## config.mk

```make
export PLATFORM = sky130hd
export DESIGN_NAME = bounded_ready_queue_core
export DESIGN_NICKNAME = d
export VERILOG_FILES = /design/src/brq_pkg.sv /design/src/brq_cell.sv /design/src/bounded_ready_queue_core.sv
export SDC_FILE = /design/constraint.sdc
export NUM_CORES = 1
export LEC_CHECK = 0
export ABC_CLOCK_PERIOD_IN_PS = 15200
export BUFFER_PORTS_ARGS = -buffer_cell sky130_fd_sc_hd__buf_4
export CAP_MARGIN = 20
export CORE_MARGIN = 2
export CORE_UTILIZATION = 55
export DETAILED_ROUTE_END_ITERATION = 12
export PLACE_DENSITY_LB_ADDON = 0.25
export SETUP_SLACK_MARGIN = 0.02
export SLEW_MARGIN = 10
export SYNTH_ARGS = -nofsm -noshare
export SYNTH_HDL_FRONTEND = slang
export SYNTH_HIERARCHICAL = 1
export SYNTH_SLANG_ARGS = --single-unit
```

## constraint.sdc

```tcl
create_clock -name clk_i -period 15.2 [get_ports clk_i]
set_input_delay 3.04 -clock clk_i [delete_from_list [all_inputs] [get_ports clk_i]]
set_output_delay 3.04 -clock clk_i [all_outputs]
set_load 0.03 [all_outputs]
```

## src/brq_pkg.sv

```systemverilog
// ----------------------------------------------------------------------------
// brq_pkg - bounded ready queue shared definitions
// Command and status codes, the cell search modes and the cell control types.
// ----------------------------------------------------------------------------
`default_nettype none

package brq_pkg;

  // command codes
  localparam logic [2:0] CmdPushTail   = 3'd0;
  localparam logic [2:0] CmdPushSorted = 3'd1;
  localparam logic [2:0] CmdPop        = 3'd2;
  localparam logic [2:0] CmdTop        = 3'd3;
  localparam logic [2:0] CmdRemove     = 3'd4;
  localparam logic [2:0] CmdCount     = 3'd5;

  // status codes
  localparam logic [1:0] StDone  = 2'd0;
  localparam logic [1:0] StFull  = 2'd1;
  localparam logic [1:0] StEmpty = 2'd2;

  localparam logic [4:0] CapacityReset = 5'd16;

  // what each cell looks for during a search
  typedef enum logic [1:0] {
    SrchTail   = 2'd0,  // first free slot
    SrchSorted = 2'd1,  // first free slot or first larger priority
    SrchHead   = 2'd2,  // first held slot
    SrchId     = 2'd3   // first held slot with matching id
  } srch_e;

  typedef struct packed {
    logic [7:0] id;
    logic [7:0] prio;
  } entry_t;

  // search chain link between neighbor cells
  typedef struct packed {
    logic   found;
    entry_t ent;
  } link_t;

  // broadcast control to every cell
  typedef struct packed {
    srch_e  mode;
    logic   do_ins;
    logic   do_del;
    entry_t ent;
  } cell_ctrl_t;

endpackage

`default_nettype wire

```

## src/brq_cell.sv

```systemverilog
// ----------------------------------------------------------------------------
// brq_cell - one slot of the bounded ready queue
// Holds one entry, takes part in the search chain and shifts with its neighbors.
// ----------------------------------------------------------------------------
`default_nettype none

module brq_cell
  import brq_pkg::*;
#(
  parameter int IDX   = 0,
  parameter int CNT_W = 5
) (
  input  wire logic             clk_i,
  input  wire cell_ctrl_t       ctrl_i,
  input  wire logic [CNT_W-1:0] count_i,
  input  wire entry_t           left_i,
  input  wire entry_t           right_i,
  input  wire link_t            link_i,
  output      link_t            link_o,
  output      entry_t           ent_o
);

  localparam logic [CNT_W-1:0] MyIdx = CNT_W'(IDX);

  entry_t ent_q;
  logic   occ;
  logic   hit;

  always_comb begin
    occ = (count_i > MyIdx);
    case (ctrl_i.mode)
      SrchTail:   hit = !occ;
      SrchSorted: hit = !occ || (ent_q.prio > ctrl_i.ent.prio);
      SrchHead:   hit = occ;
      SrchId:     hit = occ && (ent_q.id == ctrl_i.ent.id);
      default:    hit = 1'b0;
    endcase
  end

  // first hit wins, later cells only pass it on
  assign link_o.found = link_i.found | hit;
  assign link_o.ent   = link_i.found ? link_i.ent : (hit ? ent_q : '0);
  assign ent_o        = ent_q;

  always_ff @(posedge clk_i) begin
    if (ctrl_i.do_ins) begin
      if (link_i.found) begin
        ent_q <= left_i;
      end else if (hit) begin
        ent_q <= ctrl_i.ent;
      end
    end else if (ctrl_i.do_del && (link_i.found || hit)) begin
      ent_q <= right_i;
    end
  end

endmodule

`default_nettype wire

```

## src/bounded_ready_queue_core.sv

```systemverilog
// ----------------------------------------------------------------------------
// bounded_ready_queue_core - bounded priority queue with fifo order on ties
// Row of slot cells with a search chain; push, sorted push, pop, top, remove.
// ----------------------------------------------------------------------------
// Each command is searched and applied in the cycle it is accepted, and its
// result is loaded into the output register. The clock period is set by the
// search chain, which ripples from the head cell through all MAX_ENTRIES
// cells and then gates the shift enable of every cell. A new item is accepted
// whenever the output register is empty or its result is taken in the same
// cycle. Entries are head first in the cell row; inserts shift later cells
// one slot back, deletes pull them one slot forward. Slot contents are not
// reset, only the fill count, the capacity and the output valid flag are.
`default_nettype none

module bounded_ready_queue_core
  import brq_pkg::*;
#(
  parameter int MAX_ENTRIES = 16
) (
  input  wire logic       clk_i,
  input  wire logic       rst_ni,
  // config
  input  wire logic       cfg_we_i,
  input  wire logic [4:0] cfg_wdata_i,
  // command items
  input  wire logic       in_valid_i,
  output      logic       in_ready_o,
  input  wire logic [2:0] cmd_i,
  input  wire logic [7:0] entry_id_i,
  input  wire logic [7:0] entry_priority_i,
  // result items
  output      logic       out_valid_o,
  input  wire logic       out_ready_i,
  output      logic [1:0] status_o,
  output      logic [7:0] out_id_o,
  output      logic [7:0] out_priority_o,
  output      logic [4:0] fill_count_o
);

  localparam int CntW = $clog2(MAX_ENTRIES + 1);
  localparam int LimW = (CntW > 5) ? CntW : 5;
  localparam logic [CntW-1:0] MaxCnt = CntW'(MAX_ENTRIES);

  logic [4:0]      capacity_q;
  logic [CntW-1:0] count_q, count_d;

  logic            out_valid_q;
  logic [1:0]      status_q, status_d;
  entry_t          res_q, res_d;
  logic [4:0]      fill_q;

  logic            accept;
  logic            full;
  logic            empty;
  logic            is_ins;
  logic            ins_ok;
  logic            del_ok;
  cell_ctrl_t      ctrl;

  // chain links, link[0] feeds the head cell
  link_t           link [MAX_ENTRIES+1];
  entry_t          ents [MAX_ENTRIES];

  assign in_ready_o = !out_valid_q || out_ready_i;
  assign accept     = in_valid_i && in_ready_o;

  // limit is the smaller of capacity and the cell count
  assign full  = (LimW'(count_q) >= LimW'(capacity_q)) || (count_q == MaxCnt);
  assign empty = (count_q == '0);

  assign is_ins = (cmd_i == CmdPushTail) || (cmd_i == CmdPushSorted);
  assign ins_ok = is_ins && !full;

  // a pop needs any entry, a remove needs a match out of the chain
  always_comb begin
    del_ok = 1'b0;
    if (cmd_i == CmdPop) begin
      del_ok = !empty;
    end else if (cmd_i == CmdRemove) begin
      del_ok = link[MAX_ENTRIES].found;
    end
  end

  // search mode decode
  always_comb begin
    ctrl.ent.id   = entry_id_i;
    ctrl.ent.prio = entry_priority_i;
    ctrl.do_ins   = accept && ins_ok;
    ctrl.do_del   = accept && del_ok;
    unique case (cmd_i) inside
      CmdPushSorted:  ctrl.mode = SrchSorted;
      CmdPop, CmdTop: ctrl.mode = SrchHead;
      CmdRemove:      ctrl.mode = SrchId;
      default:        ctrl.mode = SrchTail;
    endcase
  end

  assign link[0] = '0;

  for (genvar i = 0; i < MAX_ENTRIES; i++) begin : g_cell
    entry_t left_ent;
    entry_t right_ent;

    if (i == 0) begin : g_head
      assign left_ent = ctrl.ent;
    end else begin : g_mid
      assign left_ent = ents[i-1];
    end

    // the tail cell refills from itself, that slot is then beyond the count
    if (i == MAX_ENTRIES - 1) begin : g_tail
      assign right_ent = ents[i];
    end else begin : g_body
      assign right_ent = ents[i+1];
    end

    brq_cell #(
      .IDX   (i),
      .CNT_W (CntW)
    ) u_cell (
      .clk_i   (clk_i),
      .ctrl_i  (ctrl),
      .count_i (count_q),
      .left_i  (left_ent),
      .right_i (right_ent),
      .link_i  (link[i]),
      .link_o  (link[i+1]),
      .ent_o   (ents[i])
    );
  end

  // result and next fill level
  always_comb begin
    count_d  = count_q;
    status_d = StDone;
    res_d    = '0;
    if (ins_ok) begin
      count_d = count_q + CntW'(1);
    end else if (del_ok) begin
      count_d = count_q - CntW'(1);
    end
    unique case (cmd_i) inside
      CmdPushTail, CmdPushSorted: begin
        if (full) status_d = StFull;
      end
      CmdPop, CmdTop: begin
        if (empty) status_d = StEmpty;
        else       res_d    = link[MAX_ENTRIES].ent;
      end
      CmdRemove: begin
        if (!link[MAX_ENTRIES].found) status_d = StEmpty;
        else                          res_d    = link[MAX_ENTRIES].ent;
      end
      default: begin
        status_d = StDone;
      end
    endcase
  end

  always_ff @(posedge clk_i or negedge rst_ni) begin
    if (!rst_ni) begin
      capacity_q  <= CapacityReset;
      count_q     <= '0;
      out_valid_q <= 1'b0;
    end else begin
      if (cfg_we_i) begin
        capacity_q <= cfg_wdata_i;
      end
      if (accept) begin
        count_q     <= count_d;
        out_valid_q <= 1'b1;
      end else if (out_ready_i) begin
        out_valid_q <= 1'b0;
      end
    end
  end

  // result payload
  always_ff @(posedge clk_i) begin
    if (accept) begin
      status_q <= status_d;
      res_q    <= res_d;
      fill_q   <= 5'(count_d);
    end
  end

  assign out_valid_o    = out_valid_q;
  assign status_o       = status_q;
  assign out_id_o       = res_q.id;
  assign out_priority_o = res_q.prio;
  assign fill_count_o   = fill_q;

  // fill level never passes the cell count
  a_count_bound : assert property (@(posedge clk_i) disable iff (!rst_ni)
    count_q <= MaxCnt)
    else $error("fill level beyond cell count");

  // an accepted insert that fits grows the fill level by one
  a_ins_grow : assert property (@(posedge clk_i) disable iff (!rst_ni)
    (accept && ins_ok) |=> (count_q == $past(count_q) + CntW'(1)))
    else $error("insert did not grow fill level");

  // a refused insert reports full and leaves the fill level alone
  a_full_hold : assert property (@(posedge clk_i) disable iff (!rst_ni)
    (accept && is_ins && full) |=> (status_o == StFull && $stable(count_q)))
    else $error("refused insert changed state");

endmodule

`default_nettype wire

```

==> results.md <==
- Status: complete, no violations
- Largest net degree at the start of global routing: 230
- Hold Path Stages: 1
- Nets: 2703
- # hold bufs at CTS: 0
- CTS root buf: clkbuf_16
- Via count: 20100
- IO Port Bufs: 53
- Clock Sinks: 290
- DR pass1 iterations: 6
- Leak: 11.8 nW
- M1 GR Usage: 42.4%
- Tcrit/Tclk final: 92.3%
- TNS Setup: 0 ns
- Worst Skew: 0.0300 ns
- Setup violators final: 0
- FF-to-FF setup slack: 3.57 ns
- Most common cell after layout, fill and taps aside: a21oi_1
- Startpoint Class: input pin
- Final WL: 73700 um
- CTS tree: built
- Critical Path RT: 15.35 ns
- Slowest CP cell: or2_2
- Routed Antenna Nets: 0
- Most frequent CP cell: or2_2
- Dpl cells: 3093
- Maximum buffer depth of the clock tree: 3
- RePlAce Congestion: 0.901
- Top Ports: 54
- Max-slew violations: 0
- Setup CP Type: in2reg
- First-pass GRT wire length: 114000 um
- Post-CTS Setup Inserts: 0
- Reported max-cap violation count: 0
- Area contributors post-synth: edfxtp_1, mux2i_1, ha_1, nor2b_1, a21oi_1
- Drt drc: 0
- Clock transition at path regs: 0.05 ns
- Slew @ Worst Pin: 1.10 ns
- Met3 Track Usage GR: 5.64%
- Non-Filler Instances: 3159
- DR iter-0 viols: 2208
- Number of synthesized flops with an enable pin: 279
- VDD IR max: 0.117 mV
- Post-DR vias/cell: 6.37
- # rows: 77
- Dpl ws: 0.792 ns
- Layout area overhead: 7.33%
- Overflow after GRT: 0
- Final instance area: 26600 um^2
- Crit. End Element: flop
- Post-synth ARST share: 3.79%
- Die H: 216 um
- GR peak layer: met2
- Crit path time final: 14.03 ns
- Overall die area: 46800 um^2
- Layout cells sized above 1: 12.9%
- Synth Warn #: 6
- Synthesized area: 24800 um^2
- Most frequent cells in the layout: a21oi_1, nor2_1, edfxtp_1
- PostCTS Resize Cnt: 0
- Sequential share of the synthesized area: 34.9%
- PnR worst setup slack: 1.17 ns
- Post-synth top area share: 33.8%
- Slew headroom: 26.0%
- Netlist cell types: 77
- GRT met2 Usage: 48.1%
- Final number of hold-violating endpoints: 0
- Core ar.: 44300 um^2
- Initial antenna violation count: 2
- Post-synthesis register bit count: 290
- Later-pin clock latency in the skew report: 0.57 ns
- Total power per unit cell area: 111 nW/um^2
- Synthesized area per cell: 9.64 um^2
- Starting density of the core: 55.9%
- Synth area leader: edfxtp_1
- Top_reg_cell synth: edfxtp_1
- Final HPWL DP: 52000 um
- FF-to-FF path depth: 32
- Cell Area, Placed: 25500 um^2
- Wire length per cell: 23.3 um
- Max incr delay on CP: 0.84 ns
- CP arrival: 14.17 ns
- Worst Hold Class: reg2reg
- TritonCTS Buffers: 36
- Die width: 216 um
- Vias in the first global route: 19700
- Fmax: 0.0713 GHz
- RSZ-0062 raised after global routing: no
- Maximum fanout along the worst path: 50
- Global Route Usage Sum: 31.0%
- Post-Syn Instances: 2572
- H-Tree Depth: 2
## where the power goes
group | switching (mW) | internal (mW) | total, mW
Clock | 0.343 | 0.482 | 0.825
Sequential | 0.0692 | 0.974 | 1.04
Combinational | 0.646 | 0.447 | 1.09
Total | 1.06 | 1.90 | 2.96
## cell type report
| type | instances | area (um^2) |
|---|---|---|
| Fill cell | 3724 | 17700 |
| Multi-Input combinational cell | 1972 | 14800 |
| Sequential cell | 290 | 8650 |
| Clock buffer | 51 | 1020 |
| Tap cell | 592 | 741 |
| Timing Repair Buffer | 94 | 718 |
| Inverter | 145 | 544 |
| Clock inverter | 13 | 88.8 |
| Antenna cell | 2 | 5.00 |
## synthesized netlist by cell type (15+ instances only)
| library cell | n |
|---|---|
| nand2b_1 | 15 |
| o21ai_0 | 37 |
| inv_1 | 144 |
| buf_6 | 18 |
| buf_2 | 32 |
| nor2_1 | 299 |
| xnor2_1 | 133 |
| ha_1 | 135 |
| mux2i_1 | 273 |
| a21oi_1 | 300 |
| a22o_1 | 167 |
| nand4_1 | 65 |
| clkbuf_1 | 126 |
| nand2_1 | 24 |
| edfxtp_1 | 279 |
| a211oi_1 | 16 |
| a22o_2 | 73 |
| nor2b_1 | 242 |
## routing by layer
| metal | wire length (um) | share of wire, % |
|---|---|---|
| met1 | 31200 | 42 |
| met2 | 32900 | 45 |
| met3 | 6470 | 8.8 |
| met4 | 3060 | 4.2 |
| met5 | 11 | 0.015 |
## path summary, 6_finish.rpt
path | startpoint | to
worst max register to register | g_cell[0].u_cell/ent_o[1] | g_cell[2].u_cell/ent_o[5]
min in group asynchronous | rst_ni | count_q[4]
worst min-delay path | capacity_q[0] | capacity_q[0]
max in group asynchronous | rst_ni | capacity_q[4]
worst min register to register | capacity_q[0] | capacity_q[0]
worst max-delay path | entry_priority_i[7] | g_cell[2].u_cell/ent_o[5]
## state kept, by name, summed over array words and instances, names as in the netlist
register,flops
g_cell.u_cell/ent_o,256
out_id_o,8
out_priority_o,8
capacity_q,5
count_q,5
fill_count_o,5
status_o,2
out_valid_o,1
## kinds of logic after synthesis
group,after synthesis,synth area share (%)
AO/OA/AOI/OAI,698,21.3
XOR/XNOR,136,4.84
adder cells (fa/ha/maj),135,6.82
buffers and inverters,326,5.66
flip-flops,290,34.9
multiplexers,274,11.1
other,1,0.0151
AND/OR/NAND/NOR,712,15.4
## metrics by stage
step / power (mW) / hold slack [ns] / utilization (%)
after floorplan: 1.84 / 0.480 / -
after global placement: 2.10 / 0.514 / 57.5
after detailed placement: 2.12 / 0.519 / 57.5
after CTS: 2.95 / 0.531 / 60.0
after global routing: 3.08 / 0.534 / 60.0
final: 2.96 / 0.528 / 60.0
## worst max-delay path, delay by kind of cell
| family | cells | cell delay (ns) |
|---|---|---|
| AO/OA/AOI/OAI | 4 | 1.00 |
| adder cells (fa/ha/maj) | 1 | 0.32 |
| buffers and inverters | 8 | 1.83 |
| AND/OR/NAND/NOR | 20 | 7.80 |
Power figures use the tool's default switching activity.
